==> src/rtl/spe_pkg.sv <==
// Shared constants, types and the arctangent table of the sine PCM encoder.
// Used by the design modules and the testbench; no dependencies of its own.
`timescale 1ns / 1ps
package spe_pkg;

  // Datapath widths
  localparam int PHASE_BITS    = 16;
  localparam int SAMPLE_BITS   = 16;
  localparam int MAX_CODE_BITS = 16;
  localparam int CODE_W        = 5;
  localparam int IDX_W         = $clog2(MAX_CODE_BITS);

  // CORDIC in Q2.30, angles in 2^-32 turn
  localparam int CORDIC_W      = 32;
  localparam int CORDIC_ITERS  = 20;
  localparam int ITER_W        = 5;
  localparam logic signed [CORDIC_W-1:0] CORDIC_X0 = 32'sd652032874;

  // Configuration register indexes
  localparam int CFG_IDX_W = 2;
  localparam int CFG_W     = 16;
  localparam logic [CFG_IDX_W-1:0] CFG_PHASE_STEP   = 2'd0;
  localparam logic [CFG_IDX_W-1:0] CFG_PHASE_OFFSET = 2'd1;
  localparam logic [CFG_IDX_W-1:0] CFG_CODE_BITS    = 2'd2;
  localparam logic [CODE_W-1:0]    CODE_BITS_RESET  = 5'd8;

  // Sample handed from the CORDIC to the serializer
  typedef struct packed {
    logic                          valid;
    logic signed [SAMPLE_BITS-1:0] sample;
  } spe_smp_t;

  // atan(2^-i) in 2^-32 turn units
  function automatic logic signed [CORDIC_W-1:0] cordic_atan(input logic [ITER_W-1:0] i);
    logic signed [CORDIC_W-1:0] a;
    case (i)
      5'd0:    a = 32'sd536870912;
      5'd1:    a = 32'sd316933406;
      5'd2:    a = 32'sd167458907;
      5'd3:    a = 32'sd85004756;
      5'd4:    a = 32'sd42667331;
      5'd5:    a = 32'sd21354465;
      5'd6:    a = 32'sd10680862;
      5'd7:    a = 32'sd5340245;
      5'd8:    a = 32'sd2670163;
      5'd9:    a = 32'sd1335087;
      5'd10:   a = 32'sd667544;
      5'd11:   a = 32'sd333772;
      5'd12:   a = 32'sd166886;
      5'd13:   a = 32'sd83443;
      5'd14:   a = 32'sd41721;
      5'd15:   a = 32'sd20860;
      5'd16:   a = 32'sd10430;
      5'd17:   a = 32'sd5215;
      5'd18:   a = 32'sd2607;
      5'd19:   a = 32'sd1303;
      default: a = '0;
    endcase
    return a;
  endfunction

endpackage

==> src/rtl/spe_front.sv <==
// Front end: tick intake, configuration registers and the phase accumulator.
// Depends on spe_pkg; feeds phases into spe_queue.
`timescale 1ns / 1ps
module spe_front
  import spe_pkg::*;
(
  input  logic                  clk_i,
  input  logic                  rst_ni,
  input  logic                  tick_valid_i,
  output logic                  tick_ready_o,
  input  logic                  restart_i,
  input  logic                  cfg_valid_i,
  input  logic [CFG_IDX_W-1:0]  cfg_index_i,
  input  logic [CFG_W-1:0]      cfg_data_i,
  input  logic                  q_full_i,
  output logic                  push_o,
  output logic [PHASE_BITS-1:0] phase_o,
  output logic [CODE_W-1:0]     code_bits_o
);

  logic [PHASE_BITS-1:0] step_q, step_d;
  logic [PHASE_BITS-1:0] offset_q, offset_d;
  logic [CODE_W-1:0]     code_bits_q, code_bits_d;
  logic [PHASE_BITS-1:0] time_phase_q, time_phase_d;
  logic [PHASE_BITS-1:0] base;

  // Accept a tick whenever the queue has room
  assign tick_ready_o = !q_full_i;
  assign push_o       = tick_valid_i && !q_full_i;

  // Restart clears time before this sample; phase wraps naturally
  assign base         = restart_i ? '0 : time_phase_q;
  assign phase_o      = base + offset_q;
  assign time_phase_d = push_o ? base + step_q : time_phase_q;
  assign code_bits_o  = code_bits_q;

  // Decode register writes; unknown indexes drop the write
  always_comb begin
    step_d      = step_q;
    offset_d    = offset_q;
    code_bits_d = code_bits_q;
    if (cfg_valid_i) begin
      unique case (cfg_index_i)
        CFG_PHASE_STEP:   step_d      = cfg_data_i[PHASE_BITS-1:0];
        CFG_PHASE_OFFSET: offset_d    = cfg_data_i[PHASE_BITS-1:0];
        CFG_CODE_BITS:    code_bits_d = cfg_data_i[CODE_W-1:0];
        default: ;
      endcase
    end
  end

  always_ff @(posedge clk_i or negedge rst_ni) begin
    if (!rst_ni) begin
      step_q       <= '0;
      offset_q     <= '0;
      code_bits_q  <= CODE_BITS_RESET;
      time_phase_q <= '0;
    end else begin
      step_q       <= step_d;
      offset_q     <= offset_d;
      code_bits_q  <= code_bits_d;
      time_phase_q <= time_phase_d;
    end
  end

endmodule

==> src/rtl/spe_queue.sv <==
// Two-entry phase queue between the front end and the CORDIC back end.
// Depends on spe_pkg.
`timescale 1ns / 1ps
module spe_queue
  import spe_pkg::*;
(
  input  logic                  clk_i,
  input  logic                  rst_ni,
  input  logic                  push_i,
  input  logic [PHASE_BITS-1:0] phase_i,
  output logic                  full_o,
  input  logic                  pop_i,
  output logic                  valid_o,
  output logic [PHASE_BITS-1:0] phase_o
);

  logic [PHASE_BITS-1:0] mem_q [2];
  logic                  wr_ptr_q, wr_ptr_d;
  logic                  rd_ptr_q, rd_ptr_d;
  logic [1:0]            count_q, count_d;

  assign full_o  = count_q[1];
  assign valid_o = (count_q != 2'd0);
  assign phase_o = mem_q[rd_ptr_q];

  // Advance pointers and occupancy
  always_comb begin
    wr_ptr_d = push_i ? !wr_ptr_q : wr_ptr_q;
    rd_ptr_d = pop_i  ? !rd_ptr_q : rd_ptr_q;
    count_d  = count_q;
    if (push_i && !pop_i) begin
      count_d = count_q + 2'd1;
    end else if (pop_i && !push_i) begin
      count_d = count_q - 2'd1;
    end
  end

  always_ff @(posedge clk_i or negedge rst_ni) begin
    if (!rst_ni) begin
      wr_ptr_q <= 1'b0;
      rd_ptr_q <= 1'b0;
      count_q  <= '0;
    end else begin
      wr_ptr_q <= wr_ptr_d;
      rd_ptr_q <= rd_ptr_d;
      count_q  <= count_d;
    end
  end

  // Store entry payload
  always_ff @(posedge clk_i) begin
    if (push_i) begin
      mem_q[wr_ptr_q] <= phase_i;
    end
  end

endmodule

==> src/rtl/spe_cordic.sv <==
// Back end sine unit: iterative rotation CORDIC, one iteration per cycle,
// then rounding and clamping to a Q1.15 sample. Depends on spe_pkg.
`timescale 1ns / 1ps
module spe_cordic
  import spe_pkg::*;
(
  input  logic                  clk_i,
  input  logic                  rst_ni,
  input  logic                  q_valid_i,
  input  logic [PHASE_BITS-1:0] q_phase_i,
  output logic                  q_pop_o,
  output spe_smp_t              res_o,
  input  logic                  res_ready_i
);

  localparam logic [1:0] ST_IDLE = 2'd0;
  localparam logic [1:0] ST_ROT  = 2'd1;
  localparam logic [1:0] ST_FIN  = 2'd2;
  localparam logic [1:0] ST_DONE = 2'd3;

  localparam int PHASE_PAD = 32 - PHASE_BITS;
  localparam int RND_SH    = 31 - SAMPLE_BITS;
  localparam int RND_W     = CORDIC_W + 2;
  localparam logic signed [RND_W-1:0] RND_HALF = RND_W'(1) <<< (RND_SH - 1);
  localparam logic signed [RND_W-1:0] SMP_LIM  = RND_W'((1 << (SAMPLE_BITS - 1)) - 1);
  localparam logic [ITER_W-1:0] ITER_LAST = ITER_W'(CORDIC_ITERS - 1);

  logic [1:0]                 state_q, state_d;
  logic [ITER_W-1:0]          iter_q, iter_d;
  logic signed [CORDIC_W-1:0] x_q, x_d, y_q, y_d, z_q, z_d;
  logic [1:0]                 quad_q, quad_d;
  logic signed [SAMPLE_BITS-1:0] smp_q, smp_d;

  logic                       load;
  logic [31:0]                p32;
  logic signed [CORDIC_W-1:0] dx, dy, atan_i;
  logic signed [RND_W-1:0]    v, v_rnd;

  assign p32    = {q_phase_i, {PHASE_PAD{1'b0}}};
  assign load   = q_valid_i && (state_q == ST_IDLE || (state_q == ST_DONE && res_ready_i));
  assign q_pop_o = load;

  assign res_o.valid  = (state_q == ST_DONE);
  assign res_o.sample = smp_q;

  // One rotation step, floor shifts
  assign dx     = y_q >>> iter_q;
  assign dy     = x_q >>> iter_q;
  assign atan_i = cordic_atan(iter_q);

  // Quadrant fold, round half up, clamp
  always_comb begin
    case (quad_q)
      2'd0:    v = RND_W'(y_q);
      2'd1:    v = RND_W'(x_q);
      2'd2:    v = -RND_W'(y_q);
      default: v = -RND_W'(x_q);
    endcase
    v_rnd = (v + RND_HALF) >>> RND_SH;
    if (v_rnd > SMP_LIM) begin
      smp_d = SAMPLE_BITS'(SMP_LIM);
    end else if (v_rnd < -SMP_LIM) begin
      smp_d = SAMPLE_BITS'(-SMP_LIM);
    end else begin
      smp_d = SAMPLE_BITS'(v_rnd);
    end
  end

  // Sequencer and rotation datapath
  always_comb begin
    state_d = state_q;
    iter_d  = iter_q;
    x_d     = x_q;
    y_d     = y_q;
    z_d     = z_q;
    quad_d  = quad_q;
    unique case (state_q)
      ST_IDLE: begin
        if (load) begin
          state_d = ST_ROT;
        end
      end
      ST_ROT: begin
        if (!z_q[CORDIC_W-1]) begin
          x_d = x_q - dx;
          y_d = y_q + dy;
          z_d = z_q - atan_i;
        end else begin
          x_d = x_q + dx;
          y_d = y_q - dy;
          z_d = z_q + atan_i;
        end
        iter_d = iter_q + ITER_W'(1);
        if (iter_q == ITER_LAST) begin
          state_d = ST_FIN;
        end
      end
      ST_FIN: begin
        state_d = ST_DONE;
      end
      ST_DONE: begin
        if (load) begin
          state_d = ST_ROT;
        end else if (res_ready_i) begin
          state_d = ST_IDLE;
        end
      end
      default: state_d = ST_IDLE;
    endcase
    // Start a new rotation from the queued phase
    if (load) begin
      iter_d = '0;
      x_d    = CORDIC_X0;
      y_d    = '0;
      z_d    = {2'b00, p32[29:0]};
      quad_d = p32[31:30];
    end
  end

  always_ff @(posedge clk_i or negedge rst_ni) begin
    if (!rst_ni) begin
      state_q <= ST_IDLE;
    end else begin
      state_q <= state_d;
    end
  end

  // Hold datapath registers; sample is latched in the finish step
  always_ff @(posedge clk_i) begin
    iter_q <= iter_d;
    x_q    <= x_d;
    y_q    <= y_d;
    z_q    <= z_d;
    quad_q <= quad_d;
    if (state_q == ST_FIN) begin
      smp_q <= smp_d;
    end
  end

endmodule

==> src/rtl/spe_serializer.sv <==
// Back end output stage: quantizes a sample to a level and sends it MSB first,
// one code bit per request, through a registered output. Depends on spe_pkg.
`timescale 1ns / 1ps
module spe_serializer
  import spe_pkg::*;
(
  input  logic                          clk_i,
  input  logic                          rst_ni,
  input  spe_smp_t                      res_i,
  output logic                          res_ready_o,
  input  logic [CODE_W-1:0]             code_bits_i,
  output logic                          out_valid_o,
  input  logic                          out_ready_i,
  output logic                          code_bit_o,
  output logic                          last_bit_o,
  output logic [SAMPLE_BITS-1:0]        level_o,
  output logic signed [SAMPLE_BITS-1:0] sample_o
);

  localparam logic [CODE_W-1:0] CB_MAX = CODE_W'(
      (MAX_CODE_BITS < SAMPLE_BITS) ? MAX_CODE_BITS : SAMPLE_BITS);

  logic                          valid_q, valid_d;
  logic [SAMPLE_BITS-1:0]        lvl_q;
  logic signed [SAMPLE_BITS-1:0] smp_q;
  logic [IDX_W-1:0]              idx_q, idx_d;

  logic [CODE_W-1:0]      cb;
  logic [CODE_W-1:0]      shamt;
  logic [SAMPLE_BITS-1:0] offset_bin;
  logic [SAMPLE_BITS-1:0] level;
  logic                   free;
  logic                   load;

  // Clamp the code width into 1 .. CB_MAX
  always_comb begin
    if (code_bits_i == '0) begin
      cb = CODE_W'(1);
    end else if (code_bits_i > CB_MAX) begin
      cb = CB_MAX;
    end else begin
      cb = code_bits_i;
    end
  end

  // Offset binary: adding half scale flips the sign bit
  assign offset_bin = {~res_i.sample[SAMPLE_BITS-1], res_i.sample[SAMPLE_BITS-2:0]};
  assign shamt      = CODE_W'(SAMPLE_BITS) - cb;
  assign level      = offset_bin >> shamt;

  assign free        = !valid_q || (out_ready_i && idx_q == '0);
  assign load        = free && res_i.valid;
  assign res_ready_o = free;

  assign out_valid_o = valid_q;
  assign code_bit_o  = lvl_q[idx_q];
  assign last_bit_o  = (idx_q == '0);
  assign level_o     = lvl_q;
  assign sample_o    = smp_q;

  // Step down one bit per accepted request, reload after the last
  always_comb begin
    valid_d = valid_q;
    idx_d   = idx_q;
    if (load) begin
      valid_d = 1'b1;
      idx_d   = IDX_W'(cb - CODE_W'(1));
    end else if (valid_q && out_ready_i) begin
      if (idx_q == '0) begin
        valid_d = 1'b0;
      end else begin
        idx_d = idx_q - IDX_W'(1);
      end
    end
  end

  always_ff @(posedge clk_i or negedge rst_ni) begin
    if (!rst_ni) begin
      valid_q <= 1'b0;
      idx_q   <= '0;
    end else begin
      valid_q <= valid_d;
      idx_q   <= idx_d;
    end
  end

  // Hold the code word for the whole burst
  always_ff @(posedge clk_i) begin
    if (load) begin
      lvl_q <= level;
      smp_q <= res_i.sample;
    end
  end

endmodule

==> src/rtl/sine_pcm_encoder_unit.sv <==
// Top level of the sine PCM encoder: front end, phase queue, CORDIC, serializer.
// Depends on spe_pkg, spe_front, spe_queue, spe_cordic and spe_serializer.
//
// Usage: each request on the s_axis channel is one tick and yields one sine
// sample sin(2*pi*(time + offset)/2^16), where time advances by phase_step per
// tick; tdata bit 0 (restart) clears time to zero before that tick. The sample
// is quantized to 2^code_bits levels, code_bits clamped to 1..16, and sent on
// m_axis as code_bits requests, one code bit each, most significant first;
// tlast marks the final bit. The cfg channel writes phase_step (0),
// phase_offset (1) and code_bits (2); cfg_ready_o is always high and other
// indexes are dropped. Write only while the block is idle.
// The CORDIC works on one tick at a time and takes the next phase only once
// its sample is handed on; its 20 iterations are followed by a finish step,
// and serialization of up to 16 bits overlaps the next rotation.
// A two-entry queue takes ticks while the CORDIC works, so s_axis_tready_o
// drops only when two ticks are waiting. When the receiver stalls the current
// bit holds, the finished sample waits in the CORDIC and the queue fills.
// Reset clears time and valid state; registers return to 0, 0 and 8.
`timescale 1ns / 1ps
module sine_pcm_encoder_unit
  import spe_pkg::*;
(
  input  logic                 clk_i,
  input  logic                 rst_ni,
  input  logic                 s_axis_tvalid_i,
  output logic                 s_axis_tready_o,
  input  logic [7:0]           s_axis_tdata_i,   // [0] restart, [7:1] zero
  output logic                 m_axis_tvalid_o,
  input  logic                 m_axis_tready_i,
  output logic [39:0]          m_axis_tdata_o,   // [0] code_bit, [16:1] level,
                                                 // [32:17] sample, [39:33] zero
  output logic                 m_axis_tlast_o,   // last_bit
  input  logic                 cfg_valid_i,
  output logic                 cfg_ready_o,
  input  logic [CFG_IDX_W-1:0] cfg_index_i,
  input  logic [CFG_W-1:0]     cfg_data_i
);

  logic                          q_full;
  logic                          push;
  logic [PHASE_BITS-1:0]         push_phase;
  logic [CODE_W-1:0]             code_bits;
  logic                          q_valid;
  logic                          q_pop;
  logic [PHASE_BITS-1:0]         q_phase;
  spe_smp_t                      res;
  logic                          res_ready;
  logic                          code_bit;
  logic [SAMPLE_BITS-1:0]        level;
  logic signed [SAMPLE_BITS-1:0] sample;

  assign cfg_ready_o = 1'b1;

  spe_front u_front (
    .clk_i        (clk_i),
    .rst_ni       (rst_ni),
    .tick_valid_i (s_axis_tvalid_i),
    .tick_ready_o (s_axis_tready_o),
    .restart_i    (s_axis_tdata_i[0]),
    .cfg_valid_i  (cfg_valid_i),
    .cfg_index_i  (cfg_index_i),
    .cfg_data_i   (cfg_data_i),
    .q_full_i     (q_full),
    .push_o       (push),
    .phase_o      (push_phase),
    .code_bits_o  (code_bits)
  );

  spe_queue u_queue (
    .clk_i   (clk_i),
    .rst_ni  (rst_ni),
    .push_i  (push),
    .phase_i (push_phase),
    .full_o  (q_full),
    .pop_i   (q_pop),
    .valid_o (q_valid),
    .phase_o (q_phase)
  );

  spe_cordic u_cordic (
    .clk_i       (clk_i),
    .rst_ni      (rst_ni),
    .q_valid_i   (q_valid),
    .q_phase_i   (q_phase),
    .q_pop_o     (q_pop),
    .res_o       (res),
    .res_ready_i (res_ready)
  );

  spe_serializer u_serializer (
    .clk_i       (clk_i),
    .rst_ni      (rst_ni),
    .res_i       (res),
    .res_ready_o (res_ready),
    .code_bits_i (code_bits),
    .out_valid_o (m_axis_tvalid_o),
    .out_ready_i (m_axis_tready_i),
    .code_bit_o  (code_bit),
    .last_bit_o  (m_axis_tlast_o),
    .level_o     (level),
    .sample_o    (sample)
  );

  // Pack result fields, lowest first
  assign m_axis_tdata_o = {7'b0, sample, level, code_bit};

endmodule

==> config.mk <==
export PLATFORM = sky130hd
export DESIGN_NAME = sine_pcm_encoder_unit
export DESIGN_NICKNAME = d
export VERILOG_FILES = /design/src/rtl/spe_pkg.sv /design/src/rtl/spe_front.sv /design/src/rtl/spe_queue.sv /design/src/rtl/spe_cordic.sv /design/src/rtl/spe_serializer.sv /design/src/rtl/sine_pcm_encoder_unit.sv
export SDC_FILE = /design/constraint.sdc
export NUM_CORES = 1
export LEC_CHECK = 0
export ABC_AREA = 1
export BUFFER_PORTS_ARGS = -buffer_cell sky130_fd_sc_hd__buf_2
export CAP_MARGIN = 15
export CORE_ASPECT_RATIO = 0.7
export CORE_MARGIN = 4
export CORE_UTILIZATION = 60
export DETAILED_ROUTE_END_ITERATION = 10
export HOLD_SLACK_MARGIN = 0.15
export PLACE_DENSITY = 0.76
export SLEW_MARGIN = 10
export SYNTH_ARGS = -nofsm -noshare
export SYNTH_HDL_FRONTEND = slang
export SYNTH_HIERARCHICAL = 1
export SYNTH_SLANG_ARGS = --single-unit
export TNS_END_PERCENT = 5
==> constraint.sdc <==
create_clock -name clk_i -period 6.4 [get_ports clk_i]
set_clock_uncertainty 0.2 [all_clocks]
set_input_delay 0.32 -clock clk_i [delete_from_list [all_inputs] [get_ports clk_i]]
set_output_delay 0.32 -clock clk_i [all_outputs]
set_load 0.01 [all_outputs]
==> results.sh <==
export IMPL_use_met1_pct=53.4
export IMPL_slew_headroom_pct=34.3
export IMPL_synth_flop_cell="dfxtp_1"
export IMPL_dp_hpwl_um=62600
export IMPL_synth_top_area_share_pct=18.7
export IMPL_slowest_delay_ps=500
export IMPL_drive_gt1_share_pct=8.09
export IMPL_drt_iter0_drc=3476
export IMPL_min_period_ps=5720
export IMPL_fmax_ghz=0.175
export IMPL_synth_area_sq_mm=0.0262
export IMPL_place_port_buffers=59
export IMPL_rsz0062_at_grt="no"
export IMPL_globalRoute_busiestLayer="met1"
export IMPL_synth_seq_cells=277
export IMPL_ys_seq_area_share_pct=26.1
export IMPL_fill_cells=4026
export IMPL_dieArea_sq_mm=0.0471
export IMPL_io_pins=75
export IMPL_synthDistinctLibCells=75
export IMPL_antenna_found_initial=0
export IMPL_cts_hold_buf=22
export IMPL_antenna_cells=0
export IMPL_htree_levels=1
export IMPL_cpMostUsedCell="nand2_1"
export IMPL_area_sequential_sq_mm=0.00683
export IMPL_clk_latency_ps=600
export IMPL_grt_met2_usage_pct=48.3
export IMPL_cp_end_kind="flip-flop"
export IMPL_maxCapViolCount=0
export IMPL_yosys_top_cells_area="nand2_1, edfxtp_1, nand3_1"
export IMPL_slew_violations=0
export IMPL_cp_required_ps=6740
export IMPL_vias=27400
export IMPL_clock_path_buffers=3
export IMPL_yosys_area_top_type="nand2_1"
export IMPL_cts_resized=0
export IMPL_start_util_pct=61.2
export IMPL_area_growth_pct=6.65
export IMPL_async_flop_share_pct=23.1
export IMPL_cp_start_kind="flip-flop"
export IMPL_fin_crit_sh_pct=89.4
export IMPL_grt_pass1_vias=24400
export IMPL_gr_total_overflow=0
export IMPL_drc=0
export IMPL_synth_warnings=6
export IMPL_drt_total_wl_um=83300
export IMPL_clkTransAtPathRegs_ps=70
export IMPL_setup_viol=0
export IMPL_track_usage_pct=34.3
export IMPL_multi_input_area_sq_mm=0.0169
export IMPL_first_pass_iters=7
export IMPL_wl_per_cell_um=17.6
export IMPL_outcome="completed"
export IMPL_grt_pass1_wl_um=133000
export IMPL_cp_arrival_ps=6060
export IMPL_critical_path_top_delay_family="simple AND/OR/NAND/NOR gates"
export IMPL_drtAntennaViolNets=0
export IMPL_hold_class="input port to flip-flop"
export IMPL_hold_violations=0
export IMPL_fin_nets=4276
export IMPL_core_area_sq_mm=0.0427
export IMPL_gp_congestion=1.08
export IMPL_cp_max_fo=66
export IMPL_tightest_slew_ps=983
export IMPL_grtUsageMet3_pct=7.44
export IMPL_cts_buffers=29
export IMPL_cpMaxStageDelayCell="buf_4"
export IMPL_cts_sinks=277
export IMPL_tns_ps=0
export IMPL_cts_root_buf="clkbuf_16"
export IMPL_fp_row_count=63
export IMPL_critical_path_buf_inv_count=6
export IMPL_syn_inst=4115
export IMPL_die_h_um=183
export IMPL_grt_max_degree=67
export IMPL_worstSetupPathType="flip-flop to flip-flop"
export IMPL_avgSynthCellArea_sq_um=6.36
export IMPL_cts_tree="done"
export IMPL_cts_setup_buffers=0
export IMPL_via_per_inst=5.81
export IMPL_die_x_um=258
export IMPL_synth_edf_count=96
## cell usage after synthesis (13+ instances only)
| cell | number |
|---|---|
| nand2_1 | 1305 |
| nand3_1 | 516 |
| inv_1 | 396 |
| nor2_1 | 345 |
| o21ai_0 | 211 |
| a21oi_1 | 158 |
| ha_1 | 124 |
| dfxtp_1 | 117 |
| xor2_1 | 107 |
| edfxtp_1 | 96 |
| dfrtp_1 | 63 |
| xnor2_1 | 54 |
| nand2_2 | 50 |
| clkbuf_1 | 46 |
| o21ai_1 | 45 |
| buf_2 | 40 |
| nand4_1 | 36 |
| nor2_2 | 31 |
| inv_2 | 27 |
| nor3_1 | 25 |
| a31oi_1 | 21 |
| buf_1 | 20 |
| buf_4 | 20 |
| o22ai_1 | 20 |
| o211ai_1 | 19 |
| buf_6 | 16 |
| a221oi_1 | 13 |
| nand3_2 | 13 |
| nand3b_1 | 13 |
## path summary, 6_finish.rpt
kind / slack [ps] / depth (start not counted) / end / startpoint
max reg2reg: 680 / 34 / u_cordic/y_q[31] / u_cordic/iter_q[0]
min in group asynchronous: 240 / 3 / u_serializer/idx_q[2] / rst_ni
max in group asynchronous: 5170 / 3 / u_front/step_q[9] / rst_ni
max: 680 / 34 / u_cordic/y_q[31] / u_cordic/iter_q[0]
min reg2reg: 260 / 0 / u_serializer/sample_o[8] / u_cordic/smp_q[8]
min: 230 / 5 / u_front/time_phase_q[0] / s_axis_tdata_i[0]
## worst min-delay path: cells and delay by family
| kind | cells | cell delay [ps] |
|---|---|---|
| AO/OA/AOI/OAI | 1 | 60 |
| buffers and inverters | 1 | 220 |
| adder cells (fa/ha/maj) | 1 | 140 |
| AND/OR/NAND/NOR | 2 | 240 |
## metal layers
layer	wire length, um	share of wire [%]
met1	38900	47
met2	32600	39
met3	9940	12
met4	1880	2.3
met5	0	0
## cells by family (layout without fill, tap and decap cells)
family | count (synthesis) | after routing | synth area share [%]
simple gates | 2378 | 2378 | 39.3
compound gates | 579 | 579 | 12.7
buf+inv | 573 | 593 | 9.34
flops | 277 | 277 | 26.1
xor+xnor | 163 | 163 | 5.56
fa+ha+maj | 127 | 127 | 6.16
mux | 16 | 16 | 0.818
other cells | 2 | 8 | 0.0287
## state kept, by name, summed over array words and instances, names as in the netlist, 4 cells and up
register,count
u_cordic/smp_q,16
u_serializer/level_o,16
u_front/code_bits_o,5
u_queue/mem_q,32
u_cordic/x_q,32
u_serializer/idx_q,4
u_cordic/atan_i,30
u_cordic/y_q,32
u_front/offset_q,16
u_front/step_q,16
u_serializer/sample_o,16
u_cordic/iter_q,5
u_cordic/z_q,32
u_front/time_phase_q,16
## layout by cell type, fill, tap and decap left out, types with 9 or more instances in the layout
| master | netlist | routed |
|---|---|---|
| xor2_1 | 107 | 107 |
| ha_1 | 124 | 124 |
| o211ai_1 | 19 | 19 |
| o22ai_1 | 20 | 20 |
| inv_2 | 27 | 30 |
| o21a_1 | 11 | 11 |
| a21oi_1 | 158 | 157 |
| nand3b_1 | 13 | 13 |
| nand4_1 | 36 | 36 |
| dfxtp_1 | 117 | 114 |
| inv_1 | 396 | 393 |
| mux2_4 | 9 | 9 |
| dlygate4sd3_1 | 0 | 22 |
| nor2_1 | 345 | 343 |
| nor3_1 | 25 | 25 |
| o21ai_0 | 211 | 211 |
| edfxtp_1 | 96 | 96 |
| o21bai_1 | 10 | 10 |
| a22oi_1 | 9 | 9 |
| buf_4 | 20 | 27 |
| nand3_1 | 516 | 516 |
| xnor2_1 | 54 | 54 |
| nand2_2 | 50 | 50 |
| a31oi_1 | 21 | 21 |
| buf_2 | 40 | 59 |
| nand2_1 | 1305 | 1305 |
| nor2_2 | 31 | 32 |
| a221oi_1 | 13 | 13 |
| o21ai_1 | 45 | 45 |
| dfrtp_1 | 63 | 63 |
| clkbuf_16 | 0 | 29 |
| a21o_1 | 11 | 11 |
| nor2_4 | 10 | 11 |
| nand3_2 | 13 | 13 |
## through the flow
stage	hold WS, ps	area [sq um]	util, %	std cells	setup slack [ps]
global route	273	27900	65.3	4726	87.0
floorplan	-176	26200	-	4121	2100
global placement	241	26700	62.4	4649	1010
CTS	203	27900	65.2	4725	839
finish	234	27900	65.3	4726	680
detailed placement	244	26700	62.4	4649	927
## final cells by class
| class | instances | area share [%] |
|---|---|---|
| clock buffers | 32 | 2.64 |
| inverters | 428 | 5.79 |
| well taps | 585 | 2.62 |
| clock inverters | 22 | 0.951 |
| multi-input cells | 3271 | 60.7 |
| flip-flops and latches | 277 | 24.5 |
| repair buffers | 111 | 2.82 |
Power is not shown: default switching activity piles up to over one toggle a cycle in this logic, so the estimate is an artifact.
